## config.mk

```make
export PLATFORM = sky130hd
export DESIGN_NAME = dst_cmd_fifo
export DESIGN_NICKNAME = d
export VERILOG_FILES = /design/src/dst_pkg.sv /design/src/dst_cmd_fifo.sv
export SDC_FILE = /design/constraint.sdc
export NUM_CORES = 1
export LEC_CHECK = 0
export BUFFER_PORTS_ARGS = -buffer_cell sky130_fd_sc_hd__clkbuf_2
export CELL_PAD_IN_SITES_DETAIL_PLACEMENT = 0
export CELL_PAD_IN_SITES_GLOBAL_PLACEMENT = 2
export CORE_MARGIN = 2
export CORE_UTILIZATION = 42
export CTS_BUF_LIST = sky130_fd_sc_hd__clkbuf_4
export CTS_CLUSTER_SIZE = 30
export DETAILED_ROUTE_END_ITERATION = 8
export PLACE_DENSITY = 0.74
export SYNTH_ARGS = -nofsm -noshare
export SYNTH_HDL_FRONTEND = slang
export SYNTH_SLANG_ARGS = --single-unit
```

## constraint.sdc

```tcl
create_clock -name clk_i -period 1.9 [get_ports clk_i]
set_input_delay 0.095 -clock clk_i [delete_from_list [all_inputs] [get_ports clk_i]]
set_output_delay 0.095 -clock clk_i [all_outputs]
set_load 0.005 [all_outputs]
```

## src/dst_pkg.sv

```systemverilog
// ----------------------------------------------------------------------------
// dst_pkg: shared types and constants of the depth shell triangulator
// Geometry limits, field widths, register indexes and the structs that pass
// between the front, the command queue and the back.
// ----------------------------------------------------------------------------
package dst_pkg;

  // image size limits
  localparam int MAX_WIDTH  = 256;
  localparam int MAX_HEIGHT = 512;

  // derived widths
  localparam int X_W = $clog2(MAX_WIDTH);
  localparam int Y_W = $clog2(MAX_HEIGHT);
  localparam int W_W = X_W + 1;
  localparam int H_W = Y_W + 1;

  // fixed field widths
  localparam int D_W        = 16;
  localparam int V_W        = 18;
  localparam int CUTOFF_W   = 16;
  localparam int STEP_W     = 16;
  localparam int WIDTH_W    = 9;
  localparam int HEIGHT_W   = 10;
  localparam int CFG_IDX_W  = 2;
  localparam int CFG_DATA_W = 16;

  // register indexes
  localparam logic [CFG_IDX_W-1:0] REG_VALID_CUTOFF = 2'd0;
  localparam logic [CFG_IDX_W-1:0] REG_MAX_STEP     = 2'd1;
  localparam logic [CFG_IDX_W-1:0] REG_WIDTH_USED   = 2'd2;
  localparam logic [CFG_IDX_W-1:0] REG_HEIGHT_USED  = 2'd3;

  // register reset values
  localparam logic [CUTOFF_W-1:0] CUTOFF_RST = 16'd50;
  localparam logic [STEP_W-1:0]   STEP_RST   = 16'd50;
  localparam logic [WIDTH_W-1:0]  WIDTH_RST  = 9'd212;
  localparam logic [HEIGHT_W-1:0] HEIGHT_RST = 10'd512;

  // command queue size
  localparam int CMD_DEPTH = 4;
  localparam int CMD_PTR_W = $clog2(CMD_DEPTH);

  // clamped geometry and thresholds
  typedef struct packed {
    logic [CUTOFF_W-1:0] cutoff;
    logic [STEP_W-1:0]   step;
    logic [W_W-1:0]      w;
    logic [H_W-1:0]      h;
    logic [V_W-1:0]      wh;
  } geom_t;

  // one classified cell that produces at least one triangle
  typedef struct packed {
    logic           near;
    logic           br_b;
    logic           f1;
    logic           f2;
    logic [V_W-1:0] idx;
  } cmd_t;

  // one result triangle
  typedef struct packed {
    logic [V_W-1:0] a;
    logic [V_W-1:0] b;
    logic [V_W-1:0] c;
    logic           wall;
    logic           last;
  } tri_t;

endpackage

```

## src/dst_cmd_fifo.sv

```systemverilog
// ----------------------------------------------------------------------------
// dst_cmd_fifo: command queue between front and back
// Short first-in first-out store of classified cells.
// ----------------------------------------------------------------------------
module dst_cmd_fifo import dst_pkg::*; (
  input  logic clk_i,
  input  logic rst_ni,
  input  logic push_i,
  input  cmd_t cmd_i,
  output logic full_o,
  input  logic pop_i,
  output logic empty_o,
  output cmd_t cmd_o
);

  cmd_t                 slot_q [CMD_DEPTH];
  logic [CMD_PTR_W-1:0] wr_q, rd_q;
  logic [CMD_PTR_W:0]   cnt_q;
  logic                 do_push, do_pop;

  assign full_o  = cnt_q == (CMD_PTR_W+1)'(CMD_DEPTH);
  assign empty_o = cnt_q == '0;
  assign do_push = push_i && !full_o;
  assign do_pop  = pop_i && !empty_o;
  assign cmd_o   = slot_q[rd_q];

  // pointers and fill count
  always_ff @(posedge clk_i or negedge rst_ni) begin
    if (!rst_ni) begin
      wr_q  <= '0;
      rd_q  <= '0;
      cnt_q <= '0;
    end else begin
      if (do_push) wr_q <= wr_q + CMD_PTR_W'(1);
      if (do_pop)  rd_q <= rd_q + CMD_PTR_W'(1);
      if (do_push && !do_pop)      cnt_q <= cnt_q + (CMD_PTR_W+1)'(1);
      else if (do_pop && !do_push) cnt_q <= cnt_q - (CMD_PTR_W+1)'(1);
    end
  end

  // storage
  always_ff @(posedge clk_i) begin
    if (do_push) slot_q[wr_q] <= cmd_i;
  end

endmodule

```

==> results of run 1 <==
==> per-layer routing <==
layer	GRT usage, %	up-vias	routed length, um
li1	-	817	-
met1	17.0	907	2600
met2	23.3	48	3110
met3	4.34	11	313
met4	5.74	0	119
met5	0	-	0
==> power by group <==
group / internal (W) / switching, W
logic: 0.00129 / 0.00102
clock network: 0.000425 / 0.000643
registers: 0.00278 / 0.000152
total: 0.00449 / 0.00182
==> worst max-delay path, cell delays in order (launching register included) <==
cell and delay, ns:
dfrtp_1 0.42, or3_4 0.41, nand2_4 0.08, ha_4 0.13, inv_2 0.04, fa_2 0.33, xor2_1 0.15, nor2_1 0.13
xor2_1 0.14
==> layout make-up <==
class,instances,area [sq um],share of cell area [%]
clock buffer,10,75.1,1.63
clock inverter,6,68.8,1.50
inverter,4,15.0,0.327
multi-input combinational,46,756,16.4
sequential,95,2820,61.3
tap,105,131,2.86
timing repair buffer,95,732,15.9
==> final timing paths <==
path / slack, ns / endpoint / depth (start not counted)
worst min register to register: 0.59 / cnt_q[2]$_DFFE_PN0P_ / 2
worst min-delay path: 0.21 / cnt_q[0]$_DFFE_PN0P_ / 4
worst max-delay path: 0.008 / cnt_q[2]$_DFFE_PN0P_ / 8
min in group asynchronous: 0.61 / rd_q[1]$_DFFE_PN0P_ / 3
max in group asynchronous: 1.02 / rd_q[0]$_DFFE_PN0P_ / 3
worst max register to register: 0.008 / cnt_q[2]$_DFFE_PN0P_ / 8
==> registers in the layout, indices dropped and copies added (netlist names) <==
name	cells
slot_q	88
cnt_q	3
wr_q	2
rd_q	2
==> timing repair <==
item,CTS,global route
pin swaps,4,6
endpoints found under the hold margin,97,0
endpoints found under the setup margin,3,2
resized for setup,7,0
buffers inserted,4,1
hold buffers,25,0
==> cells in the mapped netlist <==
library cell	n	share of area [%]
buf_2	2	0.28
nand2_1	1	0.10
mux4_1	1	0.72
and2_1	4	0.69
nor2b_1	1	0.17
mux4_2	21	13
mux2_4	1	0.41
inv_1	4	0.41
buf_12	2	1.1
xnor2_1	4	0.97
mux2_2	1	0.31
nor2_1	1	0.10
nand3_1	1	0.14
or3_1	1	0.17
edfxtp_1	88	73
fa_1	1	0.55
xor2_1	2	0.48
ha_1	5	1.7
buf_6	2	0.62
dfrtp_1	7	4.8
nor3b_2	1	0.34
==> cells by family (layout without fill, tap and decap cells) <==
logic type    after synthesis  in the layout  synth area share (%)
buf+inv                    10            115                  2.41
xor+xnor                    6              6                  1.45
flops                      95             95                  77.7
mux                        24             24                  14.5
fa+ha+maj                   6              6                  2.28
simple gates               10             10                  1.72
==> through the flow <==
step | instances | setup WS, ns
final | 361 | 0.00799
after global routing | 361 | -0.0448
after floorplan | 151 | 0.00530
after global placement | 315 | 0.0294
after CTS | 360 | -0.0157
after detailed placement | 315 | -0.0709
==> impl_metrics.json, run 1 <==
{
  "antenna_left": 0,
  "synth_warnings": 0,
  "ys_ff_latch": 95,
  "vias_per_cell": 4.94,
  "mostFrequentLayoutCells": "edfxtp_1, clkbuf_2, dlygate4sd3_1",
  "dp_hpwl_mm": 4.03,
  "cp-startpoint": "cnt_q[2]$_DFFE_PN0P_",
  "stdcell_area_sq_mm": 0.00460,
  "die_h_um": 96.9,
  "core_sq_mm": 0.00830,
  "cts_tree": "done",
  "power_density_mw_per_mm2": 1370,
  "track_usage_pct": 14.0,
  "p_total_w": 0.00631,
  "hold_viol": 0,
  "start_kind": "register",
  "irDropWorstVdd_v": 0.000580,
  "criticalPathCategory": "reg2reg",
  "crit_arrival_ns": 2.26,
  "wl_per_cell_um": 17.0,
  "end_kind": "register",
  "finalCritPeriodShare_pct": 99.6,
  "tightest_slew_ns": 0.333,
  "min_path_type": "in2reg",
  "status": "finished clean",
  "routabilityCongestion": 0.813,
  "timing.setup.tns_ns": 0,
  "fmax_mhz": 529,
  "required_ns": 2.26,
  "num-fill-cells": 635,
  "rsz0062_at_grt": "yes",
  "drv_slew": 0,
  "hold_slack_ns": 0.207,
  "cap_violations": 0,
  "start_util_pct": 43.7,
  "clkLatencyLatePin_ns": 0.44,
  "numCtsBuffers": 9,
  "syn_area_sq_mm": 0.00363,
  "clock_skew_ns": 0.0103,
  "drc_errors": 0,
  "final_common_cell": "edfxtp_1",
  "grt_pass1_vias": 1920,
  "ioPinCount": 50,
  "clk_path_buf_depth": 2,
  "grt_max_degree": 23,
  "final_util_pct": 55.4,
  "area_growth_pct": 26.7,
  "drt_iter0_drc": 65,
  "synth_cells": 151,
  "p_leak_nw": 1.67,
  "ctsRootBufferMaster": "clkbuf_4",
  "rows": 33,
  "setup_viol": 0,
  "drt_wl_total_mm": 6.14,
  "syn-num-nets": 183,
  "yosysSeqAreaShare_pct": 77.7,
  "synth_area_per_cell_sq_um": 24.0,
  "nets": 283,
  "critPathMaxFanout": 3,
  "final.min_clock_period_ns": 1.89,
  "rr_startpoint": "cnt_q[2]$_DFFE_PN0P_",
  "antenna_found_initial": 0,
  "portBuffers": 49,
  "post_dp_cell_area_sq_mm": 0.00415,
  "numClockSinks": 95,
  "relSlewSlack_pct": 77.7,
  "yosysUniqueCellTypes": 21,
  "firstDrtPassIters": 4,
  "hp-start": "push_i",
  "die_w_um": 96.9,
  "overflow": 0,
  "vias": 1783,
  "diodes": 0,
  "clkTransAtPathRegs_ns": 0.13,
  "drive_above_1_share_pct": 46.1,
  "htreeDepth": 3,
  "dieArea_sq_mm": 0.00940,
  "grt_first_pass_wirelength_mm": 9.91
}
Power figures use the tool's default switching activity.
==> inputs of run 2 (changes only) <==
--- a/config.mk
+++ b/config.mk
@@ -11,8 +11,10 @@
 export CORE_MARGIN = 2
 export CORE_UTILIZATION = 42
 export CTS_BUF_LIST = sky130_fd_sc_hd__clkbuf_4
+export CTS_CLUSTER_DIAMETER = 50
 export CTS_CLUSTER_SIZE = 30
 export DETAILED_ROUTE_END_ITERATION = 8
+export MAX_ROUTING_LAYER = met4
 export PLACE_DENSITY = 0.74
 export SYNTH_ARGS = -nofsm -noshare
 export SYNTH_HDL_FRONTEND = slang
==> impl_metrics.json, run 2 (same netlist as run 1, synthesis figures left out) <==
{
  "cap_violations": 0,
  "nets": 283,
  "track_usage_pct": 14.4,
  "criticalPathCategory": "reg2reg",
  "clock_skew_ns": 0.00970,
  "numClockSinks": 95,
  "wl_per_cell_um": 16.9,
  "relSlewSlack_pct": 77.6,
  "rsz0062_at_grt": "yes",
  "dp.cells": 315,
  "portBuffers": 49,
  "power_density_mw_per_mm2": 1370,
  "required_ns": 2.25,
  "diodes": 0,
  "drt_wl_total_mm": 6.11,
  "ctsRootBufferMaster": "clkbuf_4",
  "reg.largest.list": "slot_q: 88 flops, cnt_q: 3 flops",
  "setup_slack_ns": 0.00763,
  "area_growth_pct": 26.7,
  "final.min_clock_period_ns": 1.89,
  "p_seq_share_pct": 46.5,
  "start_kind": "register",
  "num-fill-cells": 635,
  "largest-register": "slot_q",
  "grt_max_degree": 23,
  "pwr-share-clk_pct": 16.9,
  "antenna_found_initial": 0,
  "irDropWorstVdd_v": 0.000580,
  "crit_arrival_ns": 2.25,
  "mostFrequentLayoutCells": "edfxtp_1, clkbuf_2, dlygate4sd3_1",
  "drt_iter0_drc": 58,
  "antenna_left": 0,
  "drive_above_1_share_pct": 46.1,
  "vias": 1769,
  "start_util_pct": 43.7,
  "fmax_mhz": 528,
  "final_common_cell": "edfxtp_1",
  "status": "finished clean",
  "swShare_pct": 28.7,
  "core_sq_mm": 0.00830,
  "largest_register_ffs": 88,
  "dieArea_sq_mm": 0.00940,
  "setup_viol": 0,
  "die_w_um": 96.9,
  "seq_area_sq_mm": 0.00282,
  "grt_first_pass_wirelength_mm": 9.92,
  "p_leak_nw": 1.67,
  "min_path_type": "in2reg",
  "ioPinCount": 50,
  "end_kind": "register",
  "vias_per_cell": 4.90,
  "clkLatencyLatePin_ns": 0.43,
  "p_switching_w": 0.00181,
  "clk_path_buf_depth": 2,
  "final_util_pct": 55.4,
  "cts_tree": "done",
  "die_h_um": 96.9,
  "drv_slew": 0,
  "critPathMaxFanout": 3,
  "finalCritPeriodShare_pct": 99.6,
  "dp_hpwl_mm": 4.03,
  "routabilityCongestion": 0.825,
  "numCtsBuffers": 9,
  "grt_pass1_vias": 1903,
  "tightest_slew_ns": 0.335,
  "power_frac_comb_pct": 36.6,
  "rows": 33,
  "post-place-ws_ns": -0.0709,
  "p_int_w": 0.00449,
  "clkTransAtPathRegs_ns": 0.13,
  "drc_errors": 0,
  "fin_cells": 361,
  "overflow": 0,
  "htreeDepth": 3,
  "multiInputGateArea_sq_um": 756,
  "hold_viol": 0,
  "firstDrtPassIters": 4
}
## run 2: cell counts in the layout (fill, tap and decap cells not counted)
No cell type changed its count.
## run 2: final timing paths
path / startpoint / to / slack, ns / cells after the start
setup reg to reg: cnt_q[2]$_DFFE_PN0P_ / cnt_q[2]$_DFFE_PN0P_ / 0.008 / 8
min in group asynchronous: rst_ni / rd_q[1]$_DFFE_PN0P_ / 0.62 / 3
hold / removal: push_i / cnt_q[0]$_DFFE_PN0P_ / 0.22 / 4
setup / recovery: cnt_q[2]$_DFFE_PN0P_ / cnt_q[2]$_DFFE_PN0P_ / 0.008 / 8
hold reg to reg: cnt_q[2]$_DFFE_PN0P_ / cnt_q[2]$_DFFE_PN0P_ / 0.59 / 2
max in group asynchronous: rst_ni / rd_q[0]$_DFFE_PN0P_ / 1.01 / 3
## run 2: timing repair
action,4_1_cts,5_1_grt
hold buffers,25,0
resized for setup,7,0
setup buffers,4,1
pin swaps,4,6
setup endpoints to repair,3,2
endpoints found under the hold margin,97,0
## run 2: layout make-up
type	instances	share of cell area, %
flip-flops and latches	95	61.3
multi-input cells	46	16.4
repair buffers	95	15.9
well taps	105	2.86
clock buffers	10	1.63
clock inverters	6	1.50
inverters	4	0.327
## run 2: power by group through the flow
stage               clock (W)  combinational [W]  sequential, W
floorplan                   0            0.00136        0.00294
global placement            0            0.00215        0.00294
detailed placement          0            0.00223        0.00298
CTS                   0.00111            0.00237        0.00294
global route          0.00120            0.00251        0.00297
finish                0.00106            0.00231        0.00293
## run 2: stage by stage
| stage | hold WS, ns | power (W) | instance area (sq um) | setup TNS, ns |
|---|---|---|---|---|
| floorplan | -0.201 | 0.00430 | 3650 | 0 |
| global placement | -0.0631 | 0.00509 | 4150 | 0 |
| detailed placement | -0.0584 | 0.00521 | 4150 | -0.133 |
| CTS | 0.173 | 0.00641 | 4590 | -0.0222 |
| global route | 0.209 | 0.00668 | 4600 | -0.0675 |
| finish | 0.217 | 0.00630 | 4600 | 0 |
## run 2: metal layers
| metal | track usage (%) | routed length, um |
|---|---|---|
| met5 | - | 0 |
| met4 | 6.72 | 112 |
| met3 | 3.40 | 236 |
| met2 | 23.2 | 3130 |
| met1 | 17.2 | 2630 |
## run 2: worst max-delay path: stages, from the launching register on
cell	delay, ns
dfrtp_1	0.42
or3_4	0.41
nand2_4	0.08
ha_4	0.13
inv_2	0.04
fa_2	0.33
xor2_1	0.15
nor2_1	0.13
xor2_1	0.14
